[src/hdl/wsfe_pkg.sv]
// Package: constants, length-form type and header byte functions for the WebSocket frame encoder.
package wsfe_pkg;

   localparam logic [7:0]  FIN_BIT     = 8'h80;
   localparam logic [7:0]  MASK_BIT    = 8'h80;
   localparam logic [7:0]  LEN16_CODE  = 8'h7E;
   localparam logic [7:0]  LEN64_CODE  = 8'h7F;
   localparam logic [31:0] LEN7_LIMIT  = 32'h0000_007D;
   localparam logic [31:0] LEN16_LIMIT = 32'h0000_FFFF;

   localparam logic REQ_START   = 1'b0;
   localparam logic REQ_PAYLOAD = 1'b1;

   typedef enum logic [1:0] {
      FORM_LEN7  = 2'd0,
      FORM_LEN16 = 2'd1,
      FORM_LEN64 = 2'd2
   } form_type;

   function automatic logic [7:0] key_byte(input logic [31:0] key, input logic [1:0] k);
      logic [7:0] b;
      case (k)
         2'd0:    b = key[7:0];
         2'd1:    b = key[15:8];
         2'd2:    b = key[23:16];
         default: b = key[31:24];
      endcase
      return b;
   endfunction

   function automatic logic [3:0] hdr_last_idx(input form_type form);
      logic [3:0] n;
      case (form)
         FORM_LEN7:  n = 4'd5;
         FORM_LEN16: n = 4'd7;
         default:    n = 4'd13;
      endcase
      return n;
   endfunction

   // header byte at index 1..13; byte 0 is built at the start word
   function automatic logic [7:0] hdr_byte(input form_type form, input logic [3:0] idx,
                                           input logic [31:0] len, input logic [31:0] key);
      logic [7:0] b;
      b = 8'h00;
      case (form)
         FORM_LEN7: begin
            if (idx == 4'd1) b = MASK_BIT | {1'b0, len[6:0]};
            else             b = key_byte(key, idx[1:0] - 2'd2);
         end
         FORM_LEN16: begin
            case (idx)
               4'd1:    b = MASK_BIT | LEN16_CODE;
               4'd2:    b = len[15:8];
               4'd3:    b = len[7:0];
               default: b = key_byte(key, idx[1:0]);
            endcase
         end
         default: begin
            case (idx)
               4'd1:    b = MASK_BIT | LEN64_CODE;
               4'd6:    b = len[31:24];
               4'd7:    b = len[23:16];
               4'd8:    b = len[15:8];
               4'd9:    b = len[7:0];
               4'd10, 4'd11, 4'd12, 4'd13: b = key_byte(key, idx[1:0] - 2'd2);
               default: b = 8'h00;
            endcase
         end
      endcase
      return b;
   endfunction

endpackage

[src/hdl/websocket_frame_encoder_top.sv]
// Top level: masked client WebSocket frame encoder, one wire byte per output word.
//
//   channel | direction | words
//   req_    | in        | start (opcode, length, key) or one payload byte
//   rsp_    | out       | one wire byte with header/last/error flags
//
// A payload word gives one output word; words can follow back to back while req_stall is low.
// A start word gives 6, 8 or 14 header words from the header sequencer, one per unstalled cycle;
// req_stall stays high until the last of them is loaded into the output register.
// Reset is synchronous and clears the frame state and the output valid.
// rsp_stall holds the output register; req_stall follows it while the register is full.
module websocket_frame_encoder_top (
   input  logic        clock,
   input  logic        reset,
   input  logic        req_valid,
   output logic        req_stall,
   input  logic        req_type,
   input  logic [3:0]  req_opcode,
   input  logic [31:0] req_payload_length,
   input  logic [31:0] req_mask_key,
   input  logic [7:0]  req_payload_byte,
   output logic        rsp_valid,
   input  logic        rsp_stall,
   output logic [7:0]  rsp_out_byte,
   output logic        rsp_is_header,
   output logic        rsp_frame_last,
   output logic        rsp_seq_error
);
   import wsfe_pkg::*;

   logic [31:0] key_ff, key_in;
   logic [31:0] bytes_left_ff, bytes_left_in;
   logic [1:0]  key_phase_ff, key_phase_in;
   logic        frame_open_ff, frame_open_in;

   logic        hdr_active_ff, hdr_active_in;
   logic [3:0]  hdr_idx_ff, hdr_idx_in;
   form_type    hdr_form_ff, hdr_form_in;
   logic        hdr_empty_ff, hdr_empty_in;

   logic        rsp_valid_ff, rsp_valid_in;
   logic [7:0]  out_byte_ff, out_byte_in;
   logic        is_header_ff, is_header_in;
   logic        frame_last_ff, frame_last_in;
   logic        seq_error_ff, seq_error_in;

   logic        out_load, req_acc, hdr_end;
   logic [31:0] left_dec;

   assign out_load  = !rsp_valid_ff || !rsp_stall;
   assign req_stall = hdr_active_ff || !out_load;
   assign req_acc   = req_valid && !req_stall;
   assign hdr_end   = (hdr_idx_ff == hdr_last_idx(hdr_form_ff));
   assign left_dec  = bytes_left_ff - 32'd1;

   always_comb begin
      key_in        = key_ff;
      bytes_left_in = bytes_left_ff;
      key_phase_in  = key_phase_ff;
      frame_open_in = frame_open_ff;
      hdr_active_in = hdr_active_ff;
      hdr_idx_in    = hdr_idx_ff;
      hdr_form_in   = hdr_form_ff;
      hdr_empty_in  = hdr_empty_ff;
      rsp_valid_in  = rsp_valid_ff;
      out_byte_in   = out_byte_ff;
      is_header_in  = is_header_ff;
      frame_last_in = frame_last_ff;
      seq_error_in  = seq_error_ff;
      if (hdr_active_ff && out_load) begin
         rsp_valid_in  = 1'b1;
         out_byte_in   = hdr_byte(hdr_form_ff, hdr_idx_ff, bytes_left_ff, key_ff);
         is_header_in  = 1'b1;
         frame_last_in = hdr_end && hdr_empty_ff;
         seq_error_in  = 1'b0;
         hdr_idx_in    = hdr_idx_ff + 4'd1;
         if (hdr_end) hdr_active_in = 1'b0;
      end else if (req_acc) begin
         rsp_valid_in = 1'b1;
         if (req_type == REQ_START) begin
            out_byte_in   = FIN_BIT | {4'h0, req_opcode};
            is_header_in  = 1'b1;
            frame_last_in = 1'b0;
            seq_error_in  = 1'b0;
            hdr_active_in = 1'b1;
            hdr_idx_in    = 4'd1;
            if (req_payload_length <= LEN7_LIMIT)       hdr_form_in = FORM_LEN7;
            else if (req_payload_length <= LEN16_LIMIT) hdr_form_in = FORM_LEN16;
            else                                        hdr_form_in = FORM_LEN64;
            hdr_empty_in  = (req_payload_length == 32'd0);
            key_in        = req_mask_key;
            bytes_left_in = req_payload_length;
            key_phase_in  = 2'd0;
            frame_open_in = (req_payload_length != 32'd0);
         end else if (!frame_open_ff) begin
            out_byte_in   = 8'h00;
            is_header_in  = 1'b0;
            frame_last_in = 1'b0;
            seq_error_in  = 1'b1;
         end else begin
            out_byte_in   = req_payload_byte ^ key_byte(key_ff, key_phase_ff);
            is_header_in  = 1'b0;
            frame_last_in = (left_dec == 32'd0);
            seq_error_in  = 1'b0;
            key_phase_in  = key_phase_ff + 2'd1;
            bytes_left_in = left_dec;
            if (left_dec == 32'd0) frame_open_in = 1'b0;
         end
      end else if (out_load) begin
         rsp_valid_in = 1'b0;
      end
   end

   always_ff @(posedge clock) begin
      if (reset) begin
         key_ff        <= '0;
         bytes_left_ff <= '0;
         key_phase_ff  <= '0;
         frame_open_ff <= 1'b0;
         hdr_active_ff <= 1'b0;
         hdr_idx_ff    <= '0;
         hdr_form_ff   <= FORM_LEN7;
         hdr_empty_ff  <= 1'b0;
         rsp_valid_ff  <= 1'b0;
      end else begin
         key_ff        <= key_in;
         bytes_left_ff <= bytes_left_in;
         key_phase_ff  <= key_phase_in;
         frame_open_ff <= frame_open_in;
         hdr_active_ff <= hdr_active_in;
         hdr_idx_ff    <= hdr_idx_in;
         hdr_form_ff   <= hdr_form_in;
         hdr_empty_ff  <= hdr_empty_in;
         rsp_valid_ff  <= rsp_valid_in;
      end
      out_byte_ff   <= out_byte_in;
      is_header_ff  <= is_header_in;
      frame_last_ff <= frame_last_in;
      seq_error_ff  <= seq_error_in;
   end

   assign rsp_valid      = rsp_valid_ff;
   assign rsp_out_byte   = out_byte_ff;
   assign rsp_is_header  = is_header_ff;
   assign rsp_frame_last = frame_last_ff;
   assign rsp_seq_error  = seq_error_ff;

   a_err_clean: assert property (@(posedge clock) disable iff (reset)
      rsp_valid && rsp_seq_error |-> rsp_out_byte == 8'h00 && !rsp_is_header && !rsp_frame_last)
      else $error("error word carries data");

   a_empty_closed: assert property (@(posedge clock) disable iff (reset)
      hdr_active_ff && hdr_empty_ff |-> !frame_open_ff)
      else $error("empty frame left open");

   a_idx_range: assert property (@(posedge clock) disable iff (reset)
      hdr_active_ff |-> hdr_idx_ff != 4'd0 && hdr_idx_ff <= hdr_last_idx(hdr_form_ff))
      else $error("header index out of range");

   a_last_closes: assert property (@(posedge clock) disable iff (reset)
      rsp_valid && rsp_frame_last && !rsp_is_header && !hdr_active_ff |-> !frame_open_ff
         || $past(req_valid && !req_stall))
      else $error("frame open after last byte");

endmodule

[config.mk]
export PLATFORM = sky130hd
export DESIGN_NAME = websocket_frame_encoder_top
export DESIGN_NICKNAME = d
export VERILOG_FILES = /design/src/hdl/wsfe_pkg.sv /design/src/hdl/websocket_frame_encoder_top.sv
export SDC_FILE = /design/constraint.sdc
export NUM_CORES = 1
export LEC_CHECK = 0
export BUFFER_PORTS_ARGS = -buffer_cell sky130_fd_sc_hd__clkbuf_2
export CORE_UTILIZATION = 50
export CTS_CLUSTER_SIZE = 28
export DETAILED_ROUTE_END_ITERATION = 10
export HOLD_SLACK_MARGIN = 0.1
export PLACE_DENSITY = 0.72
export SLEW_MARGIN = 20
export SYNTH_ARGS = -nofsm -noshare
export SYNTH_HDL_FRONTEND = slang
export SYNTH_SLANG_ARGS = --single-unit
[constraint.sdc]
create_clock -name clock -period 4.1 [get_ports clock]
set_input_delay 0 -clock clock [delete_from_list [all_inputs] [get_ports clock]]
set_output_delay 0 -clock clock [all_outputs]
set_load 0.01 [all_outputs]
# Word-level counts from Yosys, hierarchy flattened
# Cells that the tools add are included.
# word_totals
regBits	87
input_bits	81
out_inout_bits	13
wordCells	110
# classes
addsub	4
order_cmp	2
eq_ne	22
muxes	42
bitwise	3
reduce_logical	24
# op_table
operator	n
8-bit one-hot mux with 3 select lines	4
8-bit two-way mux	9
32-bit logical NOT	2
32-bit two-way mux	2
8-bit one-hot mux with 6 select lines	1
32-bit by 16-bit <= comparator with 1-bit output (second input constant)	1
32-bit by 7-bit <= comparator with 1-bit output (second input constant)	1
32-bit nonzero test	1
32-bit by 1-bit subtractor with 32-bit output (second input constant)	1
4-bit == test (second input constant)	6
1-bit two-way mux	17
8-bit one-hot mux with 2 select lines	1
4-bit two-way mux	3
3-bit AND reduction	3
2-bit by 1-bit == test with 1-bit output (second input constant)	4
4-bit by 2-bit == test with 1-bit output (second input constant)	2
4-bit by 3-bit == test with 1-bit output (second input constant)	2
2-bit logical NOT	4
2-bit two-way mux	4
4-bit one-hot mux with 2 select lines	1
8-bit bitwise XOR	1
2-bit == test (second input constant)	3
4-bit by 1-bit adder with 4-bit output (second input constant)	1
4-bit by 1-bit == test with 1-bit output (second input constant)	1
13 further kinds	22

# Logic depth before layout (Yosys ltp)
# Gate-level depths: netlist of the first run.
# depth
word_depth	13
mapped_depth	10
ltp_nobuf	9

# Least setup slack after synthesis of the first run
# No wires, ideal clock.
# synth_path
path_type	flip-flop to flip-flop
from	reg bytes_left_ff[0]
to	reg frame_open_ff
setup_ns	0.132
t_arrival_ns	2.398
required_time_ns	3.968
slack_ns	1.570
path_stages_with_launch	11
cell_sequence	dfxtp_1 clkbuf_1 inv_1 ha_1 nor3b_1 nand2_1 nor4_1 xnor2_1 nand4_1 o41ai_1 a21oi_1
# synth_via
elab_chain_cells	5
# synth_rtl
element	line	text
from (decl)	websocket_frame_encoder_top.sv:32	logic [31:0] bytes_left_ff, bytes_left_in;
from (signal assigned)	websocket_frame_encoder_top.sv:127	bytes_left_ff <= bytes_left_in;
32-bit by 1-bit subtractor with 32-bit output	websocket_frame_encoder_top.sv:54	assign left_dec = bytes_left_ff - 32'd1;
32-bit logical NOT	websocket_frame_encoder_top.sv:107	if (left_dec == 32'd0) frame_open_in = 1'b0;
1-bit two-way mux	websocket_frame_encoder_top.sv:107	
1-bit two-way mux	websocket_frame_encoder_top.sv:95	end else if (!frame_open_ff) begin
1-bit two-way mux	websocket_frame_encoder_top.sv:80	if (req_type == REQ_START) begin
to (signal assigned)	websocket_frame_encoder_top.sv:129	frame_open_ff <= frame_open_in;
to (decl)	websocket_frame_encoder_top.sv:34	logic frame_open_ff, frame_open_in;
# No other way between the ends.
# A chain may end at the register's enable or synchronous reset.

# Worst setup path after layout of the first run
# Ends and elaborated chain as after synthesis.

==> results of run 1 <==
[cells by family (layout without fill, tap and decap cells)]
group,Yosys count,in the layout,share of synthesized area (%)
flops,87,87,30.34
simple gates,337,337,26.88
compound gates,261,261,28.35
mux,16,16,2.798
buf+inv,99,210,6.508
xor+xnor,21,21,3.047
fa+ha+maj,10,10,2.073
[worst reg2reg max path, stage by stage, from the launching register on]
cell and delay [ns]:
dfxtp_1 0.43, inv_1 0.15, ha_1 0.32, nor3b_1 0.35
nand2_1 0.29, nor4_1 0.56, xnor2_1 0.18, nand4_1 0.13
o41ai_1 0.37, a21oi_1 0.10
[cells in the final DEF (no fill, tap or decap), types with 7 or more instances in the layout]
cell type,netlist,final
nor2_1,70,69
a31oi_1,10,10
a221oi_1,9,9
xnor2_1,11,11
a211oi_1,14,14
xor2_1,10,10
mux2i_1,9,9
a21oi_1,87,86
or3_1,8,8
a22oi_1,28,28
nand4_1,7,7
ha_1,10,10
o21ai_0,41,41
a222oi_1,25,25
clkbuf_2,0,93
inv_1,24,24
dlygate4sd3_1,0,68
buf_4,1,9
dfxtp_1,78,78
clkbuf_16,0,9
mux2_2,7,7
nor4_1,19,19
edfxtp_1,9,9
nand2_1,144,144
o22ai_1,13,13
nand3_1,17,17
nor3_1,29,29
[cell type report]
type                       instances  share of cell area, %
inverter                          24                  1.212
tap                              143                  2.408
clock buffer                      10                  3.216
multi-input combinational        645                  51.56
clock inverter                     6                 0.6230
sequential                        87                  24.65
timing repair buffer             170                  16.33
[through the flow]
step	cell area [um2]	utilization [%]	instances	hold slack [ns]	power, mW
2_1_floorplan	6037	-	831	0.1295	1.522
3_3_place_gp	6460	55.62	1001	0.2235	1.745
3_5_place_dp	6460	55.62	1001	0.2278	1.756
4_1_cts	7426	63.94	1085	0.1023	2.624
5_1_grt	7431	63.98	1085	0.1458	2.764
6_report	7431	63.98	1085	0.1106	2.655
[worst min-delay path by stage]
stage	from	endpoint	slack (ns)	depth (start not counted)
final	req_payload_length[1]	bytes_left_ff[1]$_SDFFE_PP0P_	0.11	5
after CTS	req_payload_length[16]	bytes_left_ff[16]$_SDFFE_PP0P_	0.10	4
after floorplan	req_valid	rsp_valid$_SDFFE_PP0P_	0.13	2
after global routing	req_payload_length[29]	bytes_left_ff[29]$_SDFFE_PP0P_	0.15	4
after global placement	req_mask_key[24]	key_ff[24]$_SDFFE_PP0P_	0.22	3
after detailed placement	req_mask_key[24]	key_ff[24]$_SDFFE_PP0P_	0.23	3
[sequential cells by signal, indices dropped and copies added, names as in the netlist]
name and cells:
bytes_left_ff 32, rsp_frame_last 1, rsp_out_byte 8, hdr_empty_ff 1, key_phase_ff 2, frame_open_ff 1, hdr_idx_ff 4, rsp_valid 1
hdr_form_ff 2, rsp_seq_error 1, hdr_active_ff 1, rsp_is_header 1, key_ff 32
[power by group through the flow]
stage / combinational (mW) / clock [mW] / sequential, mW
2_1_floorplan: 0.538 / 0 / 0.984
3_3_place_gp: 0.714 / 0 / 1.03
3_5_place_dp: 0.722 / 0 / 1.03
4_1_cts: 0.778 / 0.831 / 1.01
5_1_grt: 0.873 / 0.863 / 1.03
6_report: 0.807 / 0.828 / 1.02
[timing repair]
action,4_1_cts,5_1_grt
endpoints found under the hold margin,68,0
resized for setup,0,0
hold buffers,68,0
[metal layers]
metal  part of all wire [%]  global-route usage, %
met1                     41                  50.63
met2                     44                  58.26
met3                     12                  9.418
met4                    2.9                  13.33
met5                      0                      0
==> flow_summary_export.csv, run 1 <==
group,metric,value,unit
run_status,run_status,"finished with violations",
run_status,failed_checks,"design-rule violations",
routing,drc,27,
clock_network,worst_skew_pair.late_latency,0.36,ns
routing,avgRoutedWirePerCell,21.33,um
die,die_y,111.9,um
logic_synthesis,synth.ff_latch_count,87,
finish,layout.nets,1028,
sta,slew_viol_final,0,
logic_synthesis,async_reset_ff_share,0,%
global_route,grt_pass1_wl,36.48,mm
sta,setup_slack,1.087,ns
power,power_density,357.3,mW/mm2
finish,areaGrowthSynthToFinish,23.09,%
setup_path,class_of_the_most_critical_setup_path,"flop to flop",
setup_path,setup.worst_path.start_class,"flop",
setup_path,critPathMaxFanout,10,
global_route,antenna_found_initial,0,
global_route,number_of_global_route_vias_before_repair,6677,
routing,via_count,7137,
clock_network,post_cts.repair.setup_buffers,0,
finish,seq_area,0.001832,mm2
logic_synthesis,syn_nets,922,
routing,viasPerCell,6.578,
clock_network,cts_htree_levels,3,
logic_synthesis,yosys.area.top_type,"dfxtp_1",
global_route,global_route.overflow_total,0,
clock_network,clock_sink_count,87,
logic_synthesis,yosys_warnings,0,
logic_synthesis,synth.top_cells.by_area,"dfxtp_1 (26%), nand2_1 (9.0%), a21oi_1 (7.2%), edfxtp_1 (4.5%), nor2_1 (4.4%)",
setup_path,critical_path_arrival,3.24,ns
clock_network,clock_slew_at_the_register_clock_pins_of_the_worst_setup_and_hold_paths,0.07,ns
placed_design,number_of_port_buffers,93,
job,drv_cap,0,
sta,post-route-period-util,73.49,%
logic_synthesis,synthTopCellsByCount,"nand2_1 (144), a21oi_1 (87), dfxtp_1 (78), nor2_1 (70), clkbuf_1 (65)",
logic_synthesis,synth_area,0.006037,mm2
sta,rsz0062_at_grt,"no",
setup_path,rr_endpoint,"frame_open_ff$_SDFFE_PP0P_",
sta,timing.slew.headroom,30.32,%
die,area_of_the_die,0.01252,mm2
logic_synthesis,synth_enable_flop_cells,9,
setup_path,reg2reg_slack,1.09,ns
logic_synthesis,post-synth-top-area-fraction,25.87,%
sta,finalSetupTns,0,ns
global_route,largest_net_degree_at_the_start_of_global_routing,49,
sta,final-hold-violation-count,0,
finish,share_of_cells_above_drive_strength_1,14.86,%
placed_design,finalWeightedCongestion,0.9661,
finish,diodes,0,
die,start_util,51.98,%
placed_design,place_ws,1.161,ns
die,io_pins,94,
setup_path,critPathTopFamily,"simple AND/OR/NAND/NOR gates",
sta,timing_worst_slew_pin_value,1.043,ns
setup_path,crit_path_start,"bytes_left_ff[0]$_SDFFE_PP0P_",
setup_path,critical_path_depth,9,
power,vdd.ir_drop.worst,272.9,uV
power,power.static_leakage,2.759,nW
global_route,track_usage,37.61,%
die,dieWidth,111.9,um
finish,layout.filler_cells,1026,
clock_network,cts_made_buffers,9,
routing,detail_route.first_pass.iterations,11,
sta,report.final.setup_viol,0,
setup_path,worstReg2RegStart,"bytes_left_ff[0]$_SDFFE_PP0P_",
logic_synthesis,share_of_the_yosys_chip_area_belonging_to_registers,30.34,%
setup_path,worstPathCellList,"inv_1, ha_1, nor3b_1, nand2_1, nor4_1, xnor2_1, nand4_1, o41ai_1, a21oi_1",
routing,route.final.wire_length,23.15,mm
placed_design,dp.final_hpwl,16.01,mm
clock_network,cts_root_buffer,"clkbuf_16",
routing,ant_nets,0,
setup_path,crit_path_end_kind,"flop",
setup_path,worstRegToRegCells,9,
logic_synthesis,syn_inst,831,
power,part_of_the_total_power_dissipated_in_combinational_logic,30.4,%
sta,fin_crit,3.013,ns
logic_synthesis,post-synth-top-count-cell,"nand2_1",
die,core-area,0.01161,mm2
routing,drt_iter0_markers,1000,
power,switching_share,36.98,%
power,p_int,1.673,mW
logic_synthesis,count_of_distinct_cell_types_in_the_synthesized_netlist,59,
power,total_switching_power,0.9820,mW
sta,post_route_clock_skew,0.01413,ns
setup_path,cp_data_required_time,4.33,ns
setup_path,critPathSlowestCell,"nor4_1",
setup_path,timing.critical_path.to,"frame_open_ff$_SDFFE_PP0P_",
worst_hold_path,hold_path_class,"primary input to flop",
setup_path,path_buf_inv,1,
die,placement_rows,39,
finish,multi_input_comb_area,0.003831,mm2
power,share_clk_of_total_power,31.2,%
logic_synthesis,avgSynthCellArea,7.265,um2
setup_path,critPathMaxStageDelay,0.56,ns
clock_network,ctsLongestPathBuffers,2,
clock_network,tritoncts,"built",
sta,clock.fmax,331.9,MHz
power,seq_power_share,38.4,%
logic_synthesis,ys.flop_type,"dfxtp_1",
Note: power is estimated with default switching activity, not from simulation.
==> run 2: changes to the inputs <==
==> constraint.sdc (replaced) <==
create_clock -name clock -period 3 [get_ports clock]
set_input_delay 0 -clock clock [delete_from_list [all_inputs] [get_ports clock]]
set_output_delay 0 -clock clock [all_outputs]
set_load 0.01 [all_outputs]
==> flow_summary_export.csv, run 2 (synthesized netlist as in run 1, its figures left out) <==
group,metric,value,unit
clock_network,worst_skew_pair.late_latency,0.37,ns
worst_hold_path,hold_path_class,"primary input to flop",
run_status,failed_checks,"design-rule violations",
sta,finalSetupTns,0,ns
setup_path,critPathSlowestCell,"or3b_2",
job,drv_cap,0,
setup_path,cp_common_cell,"a21oi_1",
setup_path,critPathTopFamily,"compound AO/OA/AOI/OAI gates",
global_route,track_usage,37.39,%
placed_design,place_ws,0.08708,ns
setup_path,critPathMaxFanout,8,
global_route,grt_pass1_wl,36.39,mm
placed_design,number_of_port_buffers,93,
setup_path,setup.worst_path.start_class,"flop",
placed_design,dp.final_hpwl,15.75,mm
finish,areaGrowthSynthToFinish,27.07,%
die,io_pins,94,
sta,timing_worst_slew_pin_value,0.8361,ns
routing,drc,4,
die,start_util,51.98,%
finish,most_common_library_cell_in_the_layout_ignoring_fill_and_taps,"nand2_1",
power,vdd.ir_drop.worst,397.8,uV
setup_path,class_of_the_most_critical_setup_path,"flop to flop",
routing,highest_metal_layer_used_by_the_detailed_router,"met4",
global_route,antenna_found_initial,0,
global_route,largest_net_degree_at_the_start_of_global_routing,49,
routing,ant_nets,0,
setup_path,crit_path_end_kind,"flop",
die,placement_rows,39,
clock_network,ctsLongestPathBuffers,2,
sta,post-route-period-util,93.70,%
finish,multi_input_comb_area,0.003850,mm2
clock_network,tritoncts,"built",
routing,via_count,7233,
die,core-area,0.01161,mm2
sta,fin_crit,2.811,ns
routing,viasPerCell,6.534,
finish,layout_common_cells,"nand2_1 (144), clkbuf_2 (93), a21oi_1 (86)",
routing,route.final.wire_length,23.10,mm
setup_path,worstPathCellList,"inv_1, ha_4, or3b_2, nor3_4, nand3_2, o32ai_1, a21oi_1, o41ai_1, a21oi_1",
setup_path,critical_path_arrival,3.04,ns
sta,rsz0062_at_grt,"no",
routing,detail_route.first_pass.iterations,11,
clock_network,cts_htree_levels,3,
sta,slew_viol_final,0,
finish,layout.nets,1050,
placed_design,finalWeightedCongestion,0.9924,
routing,met3WireLength,2.405,mm
finish,layout.filler_cells,1008,
run_status,run_status,"finished with violations",
power,report.power.total,3.774,mW
clock_network,clock_sink_count,87,
clock_network,post_cts.repair.setup_buffers,0,
sta,post_route_clock_skew,0.009479,ns
setup_path,cp_data_required_time,3.23,ns
sta,final-hold-violation-count,0,
global_route,number_of_global_route_vias_before_repair,6695,
sta,clock.fmax,355.7,MHz
sta,setup_slack,0.1889,ns
die,die_y,111.9,um
routing,met2_wirelength,10.21,mm
finish,share_of_cells_above_drive_strength_1,16.91,%
routing,routedLengthMet1,9.791,mm
routing,avgRoutedWirePerCell,20.86,um
die,area_of_the_die,0.01252,mm2
global_route,global_route.overflow_total,0,
setup_path,critPathMaxStageDelay,0.51,ns
finish,diodes,0,
clock_network,clock_slew_at_the_register_clock_pins_of_the_worst_setup_and_hold_paths,0.07,ns
sta,fin_worst_hold_slack,0.1134,ns
power,power_density,492.0,mW/mm2
clock_network,cts_root_buffer,"clkbuf_16",
finish,seq_area,0.001833,mm2
sta,report.final.setup_viol,0,
setup_path,path_buf_inv,1,
routing,drt_iter0_markers,1024,
clock_network,cts_made_buffers,9,
die,dieWidth,111.9,um
power,power.static_leakage,2.892,nW
sta,timing.slew.headroom,44.26,%
[run 2: cell types whose count changed in the layout (fill, tap and decap cells not counted), moves of 2 or more]
cell	delta
inv_8	+2
buf_4	+18
dlygate4sd3_1	+3
inv_4	-2
[run 2: final cells by class]
cell class	instances	share of cell area (%)
multi-input cells	645	50.19
flip-flops and latches	87	23.89
repair buffers	192	18.24
clock buffers	9	2.936
well taps	143	2.332
clock inverters	7	1.240
inverters	24	1.174
[run 2: path summary, 6_finish.rpt]
path	to	slack, ns	startpoint	cells after the start
hold / removal	bytes_left_ff[23]$_SDFFE_PP0P_	0.11	req_payload_length[23]	4
hold reg to reg	key_ff[30]$_SDFFE_PP0P_	0.48	key_ff[30]$_SDFFE_PP0P_	2
setup reg to reg	frame_open_ff$_SDFFE_PP0P_	0.19	bytes_left_ff[1]$_SDFFE_PP0P_	9
setup / recovery	frame_open_ff$_SDFFE_PP0P_	0.19	bytes_left_ff[1]$_SDFFE_PP0P_	9
[run 2: worst register-to-register path: stages (launching register included)]
cell,delay (ns)
dfxtp_1,0.38
inv_1,0.18
ha_4,0.20
or3b_2,0.51
nor3_4,0.29
nand3_2,0.17
o32ai_1,0.29
a21oi_1,0.13
o41ai_1,0.40
a21oi_1,0.15
[run 2: power breakdown]
part           total, mW  leakage (nW)  internal (mW)  switching (mW)
combinational       1.16          2.01          0.475           0.683
clock               1.23         0.158          0.673           0.558
sequential          1.39         0.727           1.26           0.129
total               3.77          2.89           2.41            1.37
[run 2: metrics by stage]
stage	cell area [um2]	cells	utilization, %
2_1_floorplan	6037	831	-
3_3_place_gp	6615	1020	56.96
3_5_place_dp	6615	1020	56.96
4_1_cts	7646	1107	65.84
5_1_grt	7671	1107	66.05
6_report	7671	1107	66.05
[run 2: metal layers]
layer	GRT usage [%]	vias to the layer above
li1	-	3334
met1	51.07	3369
met2	58.59	462
met3	7.295	68
met4	13.24	0
met5	0	-
[run 2: what timing repair did]
item,4_1_cts,5_1_grt
hold endpoints to repair,70,0
endpoints found under the setup margin,0,2
gates resized for setup,0,5
hold buffers,71,0
